`src/hw/rtl/exlx_pkg.sv`:
```
// Shared types, constants and character-class helpers for the expression lexer.
// No dependencies; used by exlx_scanner, exlx_tok_fifo and expression_lexer.
package exlx_pkg;

	// Line position and run length width; both saturate at all ones
	localparam int POS_BITS = 16;
	// Width of the start and length fields on the result stream
	localparam int LEX_BITS = 16;
	// Keyword characters kept from a letter run
	localparam int KW_MAX_CHARS = 8;
	localparam int KW_BITS = 8 * KW_MAX_CHARS;
	localparam int KW_IDX_BITS = (KW_MAX_CHARS > 1) ? $clog2(KW_MAX_CHARS) : 1;
	localparam int KW_LEN_BITS = 4;
	// Result item buffer depth
	localparam int FIFO_DEPTH = 4;
	localparam int FIFO_PTR_BITS = $clog2(FIFO_DEPTH);

	localparam logic [POS_BITS-1:0] POS_MAX = '1;

	// Input item op codes
	localparam logic OP_BYTE = 1'b0;
	localparam logic OP_END = 1'b1;

	// Register indexes (paddr[4:3])
	localparam logic [1:0] REG_LET_KW = 2'd0;
	localparam logic [1:0] REG_LET_LEN = 2'd1;
	localparam logic [1:0] REG_PRINT_KW = 2'd2;
	localparam logic [1:0] REG_PRINT_LEN = 2'd3;

	// Register reset values
	localparam logic [KW_BITS-1:0] LET_KW_RST = 64'd478560543085;
	localparam logic [KW_BITS-1:0] PRINT_KW_RST = 64'd478626801763;
	localparam logic [KW_LEN_BITS-1:0] KW_LEN_RST = 4'd5;

	typedef enum logic [1:0] {
		MODE_IDLE = 2'd0,
		MODE_WORD = 2'd1,
		MODE_NUM  = 2'd2
	} mode_t;

	typedef enum logic [3:0] {
		KIND_NUMBER    = 4'd0,
		KIND_IDENT     = 4'd1,
		KIND_LET       = 4'd2,
		KIND_PRINT     = 4'd3,
		KIND_PLUS      = 4'd4,
		KIND_MINUS     = 4'd5,
		KIND_SLASH     = 4'd6,
		KIND_STAR      = 4'd7,
		KIND_LPAREN    = 4'd8,
		KIND_RPAREN    = 4'd9,
		KIND_END       = 4'd10,
		KIND_UNKNOWN   = 4'd11,
		KIND_SEMICOLON = 4'd12,
		KIND_EQUAL     = 4'd13
	} kind_t;

	typedef struct packed {
		kind_t               kind;
		logic [LEX_BITS-1:0] start;
		logic [LEX_BITS-1:0] length;
		logic [7:0]          sym;
		logic                last;
	} token_t;

	typedef struct packed {
		logic [KW_BITS-1:0]     let_kw;
		logic [KW_LEN_BITS-1:0] let_len;
		logic [KW_BITS-1:0]     print_kw;
		logic [KW_LEN_BITS-1:0] print_len;
	} cfg_t;

	function automatic logic is_letter(logic [7:0] b);
		return (b >= 8'h41 && b <= 8'h5A) || (b >= 8'h61 && b <= 8'h7A);
	endfunction

	function automatic logic is_digit(logic [7:0] b);
		return b >= 8'h30 && b <= 8'h39;
	endfunction

	function automatic logic is_space(logic [7:0] b);
		return b == 8'h20 || (b >= 8'h09 && b <= 8'h0D);
	endfunction

	function automatic kind_t symbol_kind(logic [7:0] b);
		kind_t k;
		unique case (b)
			8'h2B:   k = KIND_PLUS;
			8'h2D:   k = KIND_MINUS;
			8'h2F:   k = KIND_SLASH;
			8'h2A:   k = KIND_STAR;
			8'h28:   k = KIND_LPAREN;
			8'h29:   k = KIND_RPAREN;
			8'h3B:   k = KIND_SEMICOLON;
			8'h3D:   k = KIND_EQUAL;
			default: k = KIND_UNKNOWN;
		endcase
		return k;
	endfunction

	// Compare the kept prefix of a run with a keyword of klen characters
	function automatic logic kw_match(logic [KW_BITS-1:0] prefix,
			logic [POS_BITS-1:0] rlen, logic [KW_BITS-1:0] kw,
			logic [KW_LEN_BITS-1:0] klen);
		logic ok;
		ok = (klen != '0) && (klen <= KW_LEN_BITS'(KW_MAX_CHARS))
			&& (rlen == POS_BITS'(klen));
		for (int i = 0; i < KW_MAX_CHARS; i++) begin
			if (i < int'(klen) && prefix[8*i +: 8] != kw[8*i +: 8])
				ok = 1'b0;
		end
		return ok;
	endfunction

endpackage

```
`src/hw/rtl/exlx_scanner.sv`:
```
// Scan state and token formation: one input item in, up to two tokens out.
// Depends on exlx_pkg.
module exlx_scanner (
	input  logic                clk,
	input  logic                arst_n,
	input  logic                fire,
	input  logic                op,
	input  logic [7:0]          src,
	input  exlx_pkg::cfg_t      cfg,
	output exlx_pkg::token_t    tok0,
	output exlx_pkg::token_t    tok1,
	output logic [1:0]          push_n
);

	exlx_pkg::mode_t                 mode_q, mode_d;
	logic [exlx_pkg::KW_BITS-1:0]    prefix_q, prefix_d;
	logic [exlx_pkg::POS_BITS-1:0]   start_q, start_d;
	logic [exlx_pkg::POS_BITS-1:0]   len_q, len_d;
	logic [exlx_pkg::POS_BITS-1:0]   pos_q, pos_d;

	logic is_end, letter, digit, space, cont, flush_v, second_v;
	exlx_pkg::kind_t  word_kind;
	exlx_pkg::token_t flush_tok, second_tok;

	// Classify the incoming byte against the current run
	assign is_end = (op == exlx_pkg::OP_END);
	assign letter = exlx_pkg::is_letter(src);
	assign digit = exlx_pkg::is_digit(src);
	assign space = exlx_pkg::is_space(src);
	assign cont = !is_end && ((mode_q == exlx_pkg::MODE_WORD && letter)
		|| (mode_q == exlx_pkg::MODE_NUM && digit));
	assign flush_v = (mode_q != exlx_pkg::MODE_IDLE) && !cont;
	assign second_v = is_end || (!letter && !digit && !space);

	// Next state
	always_comb begin
		mode_d = mode_q;
		prefix_d = prefix_q;
		start_d = start_q;
		len_d = len_q;
		pos_d = pos_q;
		if (is_end) begin
			mode_d = exlx_pkg::MODE_IDLE;
			prefix_d = '0;
			len_d = '0;
			start_d = '0;
			pos_d = '0;
		end else begin
			if (pos_q != exlx_pkg::POS_MAX)
				pos_d = pos_q + 1'b1;
			if (cont) begin
				if (mode_q == exlx_pkg::MODE_WORD
						&& len_q < exlx_pkg::POS_BITS'(exlx_pkg::KW_MAX_CHARS))
					prefix_d = prefix_q | ({{(exlx_pkg::KW_BITS-8){1'b0}}, src}
						<< {len_q[exlx_pkg::KW_IDX_BITS-1:0], 3'b000});
				if (len_q != exlx_pkg::POS_MAX)
					len_d = len_q + 1'b1;
			end else if (letter) begin
				mode_d = exlx_pkg::MODE_WORD;
				prefix_d = {{(exlx_pkg::KW_BITS-8){1'b0}}, src};
				start_d = pos_q;
				len_d = exlx_pkg::POS_BITS'(1);
			end else if (digit) begin
				mode_d = exlx_pkg::MODE_NUM;
				prefix_d = '0;
				start_d = pos_q;
				len_d = exlx_pkg::POS_BITS'(1);
			end else begin
				mode_d = exlx_pkg::MODE_IDLE;
				prefix_d = '0;
				len_d = '0;
			end
		end
	end

	// Token outputs
	always_comb begin
		if (exlx_pkg::kw_match(prefix_q, len_q, cfg.let_kw, cfg.let_len))
			word_kind = exlx_pkg::KIND_LET;
		else if (exlx_pkg::kw_match(prefix_q, len_q, cfg.print_kw, cfg.print_len))
			word_kind = exlx_pkg::KIND_PRINT;
		else
			word_kind = exlx_pkg::KIND_IDENT;

		flush_tok.kind = (mode_q == exlx_pkg::MODE_WORD) ? word_kind
			: exlx_pkg::KIND_NUMBER;
		flush_tok.start = exlx_pkg::LEX_BITS'(start_q);
		flush_tok.length = exlx_pkg::LEX_BITS'(len_q);
		flush_tok.sym = '0;
		flush_tok.last = !second_v;

		if (is_end) begin
			second_tok.kind = exlx_pkg::KIND_END;
			second_tok.length = '0;
			second_tok.sym = '0;
		end else begin
			second_tok.kind = exlx_pkg::symbol_kind(src);
			second_tok.length = exlx_pkg::LEX_BITS'(1);
			second_tok.sym = src;
		end
		second_tok.start = exlx_pkg::LEX_BITS'(pos_q);
		second_tok.last = 1'b1;

		tok0 = flush_v ? flush_tok : second_tok;
		tok1 = second_tok;
		if (!fire)
			push_n = 2'd0;
		else
			push_n = {1'b0, flush_v} + {1'b0, second_v};
	end

	// Hold state between transactions, advance on each one
	always_ff @(posedge clk or negedge arst_n) begin
		if (!arst_n) begin
			mode_q <= exlx_pkg::MODE_IDLE;
			prefix_q <= '0;
			start_q <= '0;
			len_q <= '0;
			pos_q <= '0;
		end else if (fire) begin
			mode_q <= mode_d;
			prefix_q <= prefix_d;
			start_q <= start_d;
			len_q <= len_d;
			pos_q <= pos_d;
		end
	end

	a_idle_clean: assert property (@(posedge clk) disable iff (!arst_n)
		mode_q == exlx_pkg::MODE_IDLE |-> len_q == '0 && prefix_q == '0)
		else $error("idle scanner holds a pending run");

	a_run_nonempty: assert property (@(posedge clk) disable iff (!arst_n)
		mode_q != exlx_pkg::MODE_IDLE |-> len_q != '0)
		else $error("open run with zero length");

	a_end_last: assert property (@(posedge clk) disable iff (!arst_n)
		fire && is_end |-> push_n != 2'd0
			&& (push_n == 2'd1 ? tok0.kind : tok1.kind) == exlx_pkg::KIND_END)
		else $error("end of line did not close with an END token");

endmodule

```
`src/hw/rtl/exlx_tok_fifo.sv`:
```
// Token buffer between the scanner and the result stream; takes up to two tokens a cycle.
// Depends on exlx_pkg.
module exlx_tok_fifo (
	input  logic                clk,
	input  logic                arst_n,
	input  logic [1:0]          push_n,
	input  exlx_pkg::token_t    push_tok0,
	input  exlx_pkg::token_t    push_tok1,
	input  logic                out_ready,
	output logic                out_valid,
	output exlx_pkg::token_t    out_tok,
	output logic                room
);

	exlx_pkg::token_t                    mem [exlx_pkg::FIFO_DEPTH];
	logic [exlx_pkg::FIFO_PTR_BITS-1:0]  wr_q, rd_q;
	logic [exlx_pkg::FIFO_PTR_BITS:0]    count_q;
	logic                                pop;
	logic [exlx_pkg::FIFO_PTR_BITS-1:0]  wr_next;

	assign out_valid = (count_q != '0);
	assign out_tok = mem[rd_q];
	assign pop = out_valid && out_ready;
	// Room for a full two-token transaction
	assign room = count_q <= (exlx_pkg::FIFO_PTR_BITS+1)'(exlx_pkg::FIFO_DEPTH - 2);
	assign wr_next = wr_q + 1'b1;

	// Write entries
	always_ff @(posedge clk) begin
		if (push_n != 2'd0)
			mem[wr_q] <= push_tok0;
		if (push_n == 2'd2)
			mem[wr_next] <= push_tok1;
	end

	// Advance pointers and count
	always_ff @(posedge clk or negedge arst_n) begin
		if (!arst_n) begin
			wr_q <= '0;
			rd_q <= '0;
			count_q <= '0;
		end else begin
			wr_q <= wr_q + exlx_pkg::FIFO_PTR_BITS'(push_n);
			if (pop)
				rd_q <= rd_q + 1'b1;
			count_q <= count_q + (exlx_pkg::FIFO_PTR_BITS+1)'(push_n)
				- (exlx_pkg::FIFO_PTR_BITS+1)'(pop);
		end
	end

	a_no_overflow: assert property (@(posedge clk) disable iff (!arst_n)
		push_n != 2'd0 |-> room)
		else $error("token push without room");

	a_bounded: assert property (@(posedge clk) disable iff (!arst_n)
		count_q <= (exlx_pkg::FIFO_PTR_BITS+1)'(exlx_pkg::FIFO_DEPTH))
		else $error("token count beyond depth");

	a_drain: assert property (@(posedge clk) disable iff (!arst_n)
		count_q == 1 && pop && push_n == 2'd0 |=> !out_valid)
		else $error("buffer not empty after last token left");

endmodule

```
`src/hw/rtl/expression_lexer.sv`:
```
// Expression lexer top level: input stage, configuration registers, scanner, token buffer.
// Depends on exlx_pkg, exlx_scanner and exlx_tok_fifo.
//
//  channel   direction  fields (low bit first)
//  s_*       in         tuser: op; tdata: source_byte
//  m_*       out        tuser: token_kind; tdata: lexeme_start, lexeme_length,
//                       symbol_byte; tlast: last_of_run
//  APB       in/out     64-bit registers at 0x00, 0x08, 0x10, 0x18
//
// One input item per cycle: a byte is registered, then scanned combinationally into
// zero, one or two tokens that enter a four-entry token buffer.
// The output side drains one token per cycle while m_tready is high, so items that give
// two tokens fill the buffer faster than it drains.
// Input stalls only when the buffer has fewer than two free entries.
// Reset clears scan state, line position, buffer and restores the keywords.
module expression_lexer (
	input  logic        clk,
	input  logic        arst_n,
	// input stream
	input  logic        s_tvalid,
	output logic        s_tready,
	input  logic [7:0]  s_tdata,   // [7:0] source_byte
	input  logic        s_tuser,   // [0] op
	// result stream
	output logic        m_tvalid,
	input  logic        m_tready,
	output logic [39:0] m_tdata,   // [15:0] lexeme_start, [31:16] lexeme_length, [39:32] symbol_byte
	output logic [3:0]  m_tuser,   // [3:0] token_kind
	output logic        m_tlast,
	// configuration
	input  logic        psel,
	input  logic        penable,
	input  logic        pwrite,
	input  logic [4:0]  paddr,
	input  logic [63:0] pwdata,
	output logic [63:0] prdata,
	output logic        pready
);

	exlx_pkg::cfg_t   cfg_q;
	logic             v_s1, op_s1, fire, room;
	logic [7:0]       byte_s1;
	exlx_pkg::token_t tok0, tok1, out_tok;
	logic [1:0]       push_n;
	logic             cfg_wr;

	// Configuration port
	assign pready = 1'b1;
	assign cfg_wr = psel && penable && pwrite && pready;

	always_ff @(posedge clk or negedge arst_n) begin
		if (!arst_n) begin
			cfg_q.let_kw <= exlx_pkg::LET_KW_RST;
			cfg_q.let_len <= exlx_pkg::KW_LEN_RST;
			cfg_q.print_kw <= exlx_pkg::PRINT_KW_RST;
			cfg_q.print_len <= exlx_pkg::KW_LEN_RST;
		end else if (cfg_wr) begin
			unique case (paddr[4:3])
				exlx_pkg::REG_LET_KW:    cfg_q.let_kw <= pwdata;
				exlx_pkg::REG_LET_LEN:   cfg_q.let_len <= pwdata[exlx_pkg::KW_LEN_BITS-1:0];
				exlx_pkg::REG_PRINT_KW:  cfg_q.print_kw <= pwdata;
				exlx_pkg::REG_PRINT_LEN: cfg_q.print_len <= pwdata[exlx_pkg::KW_LEN_BITS-1:0];
				default: ;
			endcase
		end
	end

	always_comb begin
		unique case (paddr[4:3])
			exlx_pkg::REG_LET_KW:    prdata = cfg_q.let_kw;
			exlx_pkg::REG_LET_LEN:   prdata = 64'(cfg_q.let_len);
			exlx_pkg::REG_PRINT_KW:  prdata = cfg_q.print_kw;
			exlx_pkg::REG_PRINT_LEN: prdata = 64'(cfg_q.print_len);
			default:                 prdata = '0;
		endcase
	end

	// Input stage: refill when empty or whenever the held item moves on
	assign fire = v_s1 && room;
	assign s_tready = !v_s1 || fire;

	always_ff @(posedge clk or negedge arst_n) begin
		if (!arst_n)
			v_s1 <= 1'b0;
		else if (s_tready)
			v_s1 <= s_tvalid;
	end

	always_ff @(posedge clk) begin
		if (s_tvalid && s_tready) begin
			op_s1 <= s_tuser;
			byte_s1 <= s_tdata;
		end
	end

	exlx_scanner u_scan (
		.clk    (clk),
		.arst_n (arst_n),
		.fire   (fire),
		.op     (op_s1),
		.src    (byte_s1),
		.cfg    (cfg_q),
		.tok0   (tok0),
		.tok1   (tok1),
		.push_n (push_n)
	);

	exlx_tok_fifo u_fifo (
		.clk       (clk),
		.arst_n    (arst_n),
		.push_n    (push_n),
		.push_tok0 (tok0),
		.push_tok1 (tok1),
		.out_ready (m_tready),
		.out_valid (m_tvalid),
		.out_tok   (out_tok),
		.room      (room)
	);

	// Result stream packing
	assign m_tdata = {out_tok.sym, out_tok.length, out_tok.start};
	assign m_tuser = out_tok.kind;
	assign m_tlast = out_tok.last;

endmodule

```
`config.mk`:
```
export PLATFORM = sky130hd
export DESIGN_NAME = expression_lexer
export DESIGN_NICKNAME = d
export VERILOG_FILES = /design/src/hw/rtl/exlx_pkg.sv /design/src/hw/rtl/exlx_scanner.sv /design/src/hw/rtl/exlx_tok_fifo.sv /design/src/hw/rtl/expression_lexer.sv
export SDC_FILE = /design/constraint.sdc
export NUM_CORES = 1
export LEC_CHECK = 0
export ABC_AREA = 1
export BUFFER_PORTS_ARGS = -buffer_cell sky130_fd_sc_hd__buf_2
export CORE_ASPECT_RATIO = 1.4
export CORE_UTILIZATION = 40
export CTS_BUF_LIST = sky130_fd_sc_hd__clkbuf_8
export DETAILED_ROUTE_END_ITERATION = 10
export GPL_ROUTABILITY_DRIVEN = 0
export PLACE_DENSITY_LB_ADDON = 0.2
export SYNTH_ARGS = -nofsm -noshare
export SYNTH_HDL_FRONTEND = slang
export SYNTH_SLANG_ARGS = --single-unit
```
`constraint.sdc`:
```
create_clock -name clk -period 3.9 [get_ports clk]
set_input_delay 0.195 -clock clk [delete_from_list [all_inputs] [get_ports clk]]
set_output_delay 0.195 -clock clk [all_outputs]
set_load 0.03 [all_outputs]
```
==> run_results.csv, run 1 <==
group,metric,value,unit
outcome,status,"completed",
synthesis,synth-seq-area-share,52.1,%
timing,finalSetupViolCount,0,
clock_tree,clkTransAtPathRegs,0.06,ns
place,place_inst,3497,
floorplanning,die_h,281,um
timing,fin_skew,0.0346,ns
place,dp_hpwl,46800,um
worst_hold_path,hold_path.class,"in2async",
floorplanning,num_rows,101,
clock_tree,clk_latency,0.66,ns
synthesis,ys.flop_type,"dfrtp_1",
power_and_ir_drop,total_power,17.4,mW
synthesis,avgSynthCellArea,8.30,sq um
timing,finalWorstSetupSlack,0.349,ns
drt,drc,0,
power_and_ir_drop,ir_drop,0.292,mV
drt,highest_layer,"met4",
synthesis,synth_fa_ha_area_share,0.485,%
finish,area_growth_syn_to_layout,18.1,%
drt,routed_wl,67900,um
synthesis,ys_types,55,
global_route,grt_pass1_wl,106000,um
synthesis,syn_inst,2671,
floorplanning,core_area,54500,sq um
timing,fmax,282,MHz
synthesis,yosysTopAreaCell,"dfrtp_1",
synthesis,muxShareOfSynthArea,0,%
drt,ant_nets,0,
global_route,groute.usage.overall,24.1,%
power_and_ir_drop,powerDensity,665,nW/um^2
floorplanning,start_util,40.7,%
synthesis,synth_area_leaders,"dfrtp_1, edfxtp_1, nand2_1, o21ai_0, dfxtp_1",
timing,hold_viol,0,
synthesis,synth-simple-area-share,18.3,%
drt,wl_met1,27300,um
drt,wl_met3,3460,um
synthesis,synth_fp_nets,2764,
synthesis,ys_ff_latch,447,
finish,final_net_count,3020,
clock_tree,cts_hold_buffers,76,
finish,drive_gt1_share,15.2,%
job,cap_violations,0,
power_and_ir_drop,leakage,11.9,nW
critical_path,critPathKind,"reg2reg",
drt,via_per_inst,5.25,
synthesis,synth_compound_area_share,17.0,%
clock_tree,cts_sinks,447,
clock_tree,cts_tree,"yes",
timing,rsz0062_at_grt,"no",
drt,via_count,19500,
power_and_ir_drop,p_sw_share,42.6,%
clock_tree,clockBufferDepth,3,
power_and_ir_drop,power.switching,7.41,mW
timing,relSlewSlack,35.3,%
critical_path,endpoint_kind,"register",
finish,multi_input_area,8870,sq um
place,placed_cell_area,23900,sq um
power_and_ir_drop,pwr-share-seq,36.8,%
timing,worst_slew_pin_slew,0.967,ns
timing,min_period,3.55,ns
synthesis,synth_xor_area_share,3.99,%
finish,fin_cells,3709,
finish,final-seq-area,11600,sq um
timing,tns,0,ns
power_and_ir_drop,pwr-share-clk,24.3,%
synthesis,synthArstFlopShare,57.7,%
finish,n_fill_cell,5325,
power_and_ir_drop,combPwrFrac,38.9,%
place,pre_cts_ws,0.378,ns
floorplanning,fp.dieW,201,um
critical_path,startpoint_type,"register",
drt,met2_length,34400,um
timing,drv_slew,0,
global_route,grt_max_degree,114,
clock_tree,cts_resized,0,
synthesis,synth_top_family_by_area,"simple AND/OR/NAND/NOR gates",
place,portBuffers,192,
drt,dr.pass1.iters,5,
clock_tree,cts_buffers,73,
floorplanning,die_area,56400,sq um
critical_path,cp.arrival,3.87,ns
critical_path,ff2ff_path_depth,14,
synthesis,synth_top_area_share,23.9,%
power_and_ir_drop,internal-power,9.99,mW
synthesis,ys_warn_count,0,
finish,design_area,26200,sq um
critical_path,cp_data_required_time,4.22,ns
clock_tree,h-tree-depth,3,
synthesis,synth-edff-count,125,
drt,dr.first_iter.drc_count,1434,
timing,period_share,91.1,%
clock_tree,postCtsSetupBuffers,0,
synthesis,synth_area,22200,sq um
drt,wl_per_cell,18.3,um
critical_path,cp_max_fo,21,
floorplanning,ios,197,
clock_tree,root_buffer,"clkbuf_8",
global_route,grt_pass1_vias,19200,
global_route,antenna_found_initial,1,
global_route,grt_overflow,0,
[routing by layer]
layer	track usage, %	vias up
met5	0	-
met4	12.3	0
met3	3.37	139
met2	42.6	618
met1	28.3	9356
li1	-	9356
[registers in the layout, indices dropped and copies added, names as in the netlist]
| signal | flops |
|---|---|
| u_scan.prefix_q | 64 |
| op_s1 | 1 |
| u_scan.mode_q | 2 |
| cfg_q | 136 |
| byte_s1 | 8 |
| u_fifo.count_q | 3 |
| u_scan.start_q | 16 |
| u_fifo.rd_q | 2 |
| u_fifo.wr_q | 2 |
| u_scan.pos_q | 16 |
| u_scan.len_q | 16 |
| u_fifo.mem | 180 |
| v_s1 | 1 |
[cell families after synthesis]
logic type,count (synthesis)
DFF,447
adders and majority gates,8
other,1
buffers and inverters,460
AOI/OAI and AO/OA,651
and+or+nand+nor,1003
xor gates and xnor gates,101
[placed cells by master (no fill, tap or decap), drive strengths merged, types with 2 or more instances in the layout]
cell type	instances
nand2	598
o21ai	419
inv	335
nor2	267
buf	242
dfrtp	212
o22ai	132
edfxtp	125
clkbuf	92
dlygate4sd3	76
nand3	67
dfxtp	64
xor2	52
xnor2	49
dfstp	46
nand4	45
a21oi	40
a22o	26
clkinv	25
nor3	14
o2111ai	9
ha	7
o31ai	6
nor4	5
a31oi	5
o21bai	4
and3	4
clkinvlp	4
nor3b	3
o211ai	2
bufinv	2
a21boi	2
[area by class of cell]
cell class / count / share of cell area (%)
tap: 721 / 3.44
sequential: 447 / 44.1
clock buffer: 92 / 4.83
timing repair buffer: 318 / 8.14
clock inverter: 43 / 0.951
antenna: 1 / 0.00955
inverter: 323 / 4.64
multi-input combinational: 1764 / 33.9
[final timing paths]
check                                                     from                              to  slack (ns)
worst max-delay path                      byte_s1[4]$_DFFE_PP_     u_fifo.mem[2][34]$_DFFE_PP_        0.35
worst min-delay path                                    arst_n           cfg_q[31]$_DFFE_PN0P_        0.17
worst max register to register            byte_s1[4]$_DFFE_PP_     u_fifo.mem[2][34]$_DFFE_PP_        0.35
worst min register to register  u_fifo.mem[2][18]$_SDFFE_PP0P_  u_fifo.mem[2][18]$_SDFFE_PP0P_        0.46
max in group asynchronous                               arst_n          cfg_q[121]$_DFFE_PN0P_        2.63
min in group clk                                      paddr[4]           cfg_q[70]$_DFFE_PN1P_        0.18
[power groups by stage]
stage	sequential [mW]	clock, mW	combinational [mW]
CTS	6.41	4.33	6.82
detailed placement	6.49	0	6.74
floorplan	6.25	0	4.76
global route	6.50	4.52	7.41
global placement	6.46	0	6.65
finish	6.41	4.23	6.77
[synthesized netlist by cell type, types with 6 or more instances]
cell,instances
nor3_1,12
o2111ai_1,9
xor2_1,52
inv_1,307
nand2_1,595
ha_1,7
dfstp_2,46
o21ai_2,11
xnor2_1,49
nand3_1,67
buf_2,18
nor2_1,264
clkbuf_1,107
a21oi_1,40
edfxtp_1,125
inv_2,12
buf_4,6
o21ai_1,49
nand4_1,44
dfxtp_1,64
o31ai_1,6
o22ai_1,128
dfrtp_1,212
a22o_1,26
o21ai_0,354
[metrics by stage]
| stage | hold WS (ns) | util, % |
|---|---|---|
| after floorplan | -0.101 | - |
| after global placement | 0.310 | 43.9 |
| after detailed placement | 0.321 | 43.9 |
| after CTS | 0.118 | 48.1 |
| after global routing | 0.224 | 48.1 |
| final | 0.169 | 48.1 |
[worst max-delay path: stages (launching register included)]
cell,delay [ns]
edfxtp_1,0.58
inv_1,0.17
nand2_1,0.08
nor2_1,0.26
inv_1,0.10
o22ai_1,0.20
o21ai_0,0.13
ha_1,0.40
inv_1,0.07
nor2_1,0.20
nor2_1,0.12
nor2_1,0.25
inv_1,0.13
nand2_2,0.16
buf_4,0.34
No activity file was read; power rests on OpenSTA's default activity.
==> run 2, diff against run 1 <==
--- a/config.mk
+++ b/config.mk
@@ -8,11 +8,13 @@
 export ABC_AREA = 1
 export BUFFER_PORTS_ARGS = -buffer_cell sky130_fd_sc_hd__buf_2
 export CORE_ASPECT_RATIO = 1.4
-export CORE_UTILIZATION = 40
+export CORE_UTILIZATION = 35
 export CTS_BUF_LIST = sky130_fd_sc_hd__clkbuf_8
+export CTS_CLUSTER_SIZE = 8
 export DETAILED_ROUTE_END_ITERATION = 10
 export GPL_ROUTABILITY_DRIVEN = 0
 export PLACE_DENSITY_LB_ADDON = 0.2
+export SLEW_MARGIN = 5
 export SYNTH_ARGS = -nofsm -noshare
 export SYNTH_HDL_FRONTEND = slang
 export SYNTH_SLANG_ARGS = --single-unit
==> run 2 against run 1 <==
Net effect: global-route usage is 2.1 points lower; sequential cell count stayed put; sequential share of layout area is 0.20 points lower; clock skew is 0.0019 ns lower; critical path type unchanged.
==> run_results.csv, run 2 (same netlist as run 1, synthesis figures left out) <==
group,metric,value,unit
timing,hold_viol,0,
global_route,grt_pass1_vias,19700,
timing,min_period,3.62,ns
drt,dr.first_iter.drc_count,1268,
timing,hold_ws,0.170,ns
drt,drc,0,
finish,utilization,42.2,%
floorplanning,num_rows,108,
timing,finalWorstSetupSlack,0.284,ns
critical_path,cp_max_fo,15,
power_and_ir_drop,powerDensity,661,nW/um^2
clock_tree,clk_latency,0.66,ns
finish,multi_input_area,8870,sq um
timing,period_share,92.7,%
worst_hold_path,hold_path.class,"in2async",
timing,relSlewSlack,34.1,%
finish,layout_commonest_cell,"nand2_1",
finish,final-seq-area,11600,sq um
critical_path,startpoint_type,"register",
clock_tree,h-tree-depth,3,
clock_tree,clockBufferDepth,3,
finish,largest_reg_flops,180,
critical_path,cp.arrival,4.11,ns
power_and_ir_drop,ir_drop,0.302,mV
timing,worst_slew_pin_slew,0.988,ns
finish,final_cell_mix,"nand2_1, o21ai_0, inv_1",
timing,drv_slew,0,
finish,n_fill_cell,6281,
critical_path,critPathKind,"reg2reg",
finish,area_growth_syn_to_layout,18.6,%
outcome,status,"completed",
global_route,grt_pass1_wl,111000,um
timing,fmax,277,MHz
power_and_ir_drop,leakage,12.0,nW
drt,dr.pass1.iters,5,
global_route,groute.usage.overall,22.0,%
place,dp_hpwl,48700,um
global_route,grt_overflow,0,
floorplanning,core_area,62300,sq um
floorplanning,die_area,64400,sq um
drt,routed_wl,70800,um
clock_tree,cts_sinks,447,
clock_tree,cts_buffers,75,
floorplanning,start_util,35.6,%
clock_tree,root_buffer,"clkbuf_8",
floorplanning,ios,197,
timing,rsz0062_at_grt,"no",
finish,final_net_count,3022,
critical_path,cp_data_required_time,4.40,ns
drt,via_count,19600,
finish,reg.largest.list,"u_fifo.mem: 180 flops, cfg_q: 136 flops, u_scan.prefix_q: 64 flops",
floorplanning,fp.dieW,215,um
place,pre_cts_ws,0.343,ns
global_route,grt_max_degree,115,
clock_tree,cts_tree,"yes",
place,portBuffers,192,
critical_path,endpoint_kind,"register",
timing,fin_skew,0.0327,ns
finish,top_register,"u_fifo.mem",
timing,tns,0,ns
clock_tree,clkTransAtPathRegs,0.07,ns
global_route,antenna_found_initial,1,
drt,wl_per_cell,18.6,um
floorplanning,die_h,300,um
drt,via_per_inst,5.13,
job,cap_violations,0,
timing,finalSetupViolCount,0,
finish,drive_gt1_share,14.8,%
drt,ant_nets,0,
## run 2: cell count changes in the layout (fill, tap and decap cells not counted), moves of 2 or more
cell / delta
clkinv_1: -7
buf_12: +2
clkinv_2: -8
inv_1: +20
clkbuf_8: -2
buf_4: -2
## run 2: cell type report
cell class                 count  area share (%)
clock buffer                  90            4.71
multi-input combinational   1764            33.7
inverter                     323            4.63
antenna                        1         0.00951
tap                          825            3.92
timing repair buffer         318            8.20
clock inverter                48           0.894
sequential                   447            43.9
## run 2: critical path: stages, from the launching register on
cell	delay, ns
edfxtp_1	0.61
inv_2	0.23
nand4_4	0.15
o21ai_4	0.26
nand2_1	0.13
o21ai_0	0.24
ha_1	0.28
inv_1	0.07
nor2_2	0.16
inv_1	0.15
nor2_1	0.21
nand2_2	0.08
nand2_2	0.26
inv_1	0.38
nand2_1	0.14
o21ai_0	0.10
## run 2: final timing paths
| path | cells past startpoint | slack, ns | startpoint | to |
|---|---|---|---|---|
| max in group asynchronous | 3 | 2.65 | arst_n | cfg_q[109]$_DFFE_PN1P_ |
| hold reg to reg | 2 | 0.45 | u_fifo.mem[2][18]$_SDFFE_PP0P_ | u_fifo.mem[2][18]$_SDFFE_PP0P_ |
| hold / removal | 2 | 0.17 | arst_n | cfg_q[82]$_DFFE_PN0P_ |
| min in group clk | 4 | 0.21 | paddr[4] | cfg_q[70]$_DFFE_PN1P_ |
| setup / recovery | 15 | 0.28 | byte_s1[3]$_DFFE_PP_ | u_fifo.mem[1][16]$_SDFFE_PP0N_ |
| setup reg to reg | 15 | 0.28 | byte_s1[3]$_DFFE_PP_ | u_fifo.mem[1][16]$_SDFFE_PP0N_ |
## run 2: power by group
group / leakage, nW / total, mW / internal (mW) / switching [mW]
sequential: 5.00 / 6.37 / 5.80 / 0.572
combinational: 6.08 / 6.90 / 1.94 / 4.96
clock: 0.883 / 4.12 / 2.16 / 1.96
## run 2: through the flow
| step | cell area (sq um) | cells | power [mW] |
|---|---|---|---|
| 5_1_grt | 26300 | 3816 | 18.5 |
| 3_3_place_gp | 24100 | 3599 | 13.2 |
| 6_report | 26300 | 3816 | 17.4 |
| 2_1_floorplan | 22200 | 2671 | 11.0 |
| 3_5_place_dp | 24100 | 3599 | 13.3 |
| 4_1_cts | 26300 | 3813 | 17.6 |
## run 2: what timing repair did
item                                    in CTS  in global routing
buffers inserted                             0                  2
hold endpoints to repair                   231                  0
endpoints found under the setup margin       0                  2
hold buffers                                76                  0
resized for setup                            0                  1
## run 2: layer usage
metal / wire, um / track usage, % / vias to the layer above
met3: 4070 / 3.43 / 128
met4: 2620 / 9.98 / 0
met1: 28300 / 26.1 / 9418
li1: - / - / 9359
met5: 0 / 0 / -
met2: 35800 / 39.0 / 652
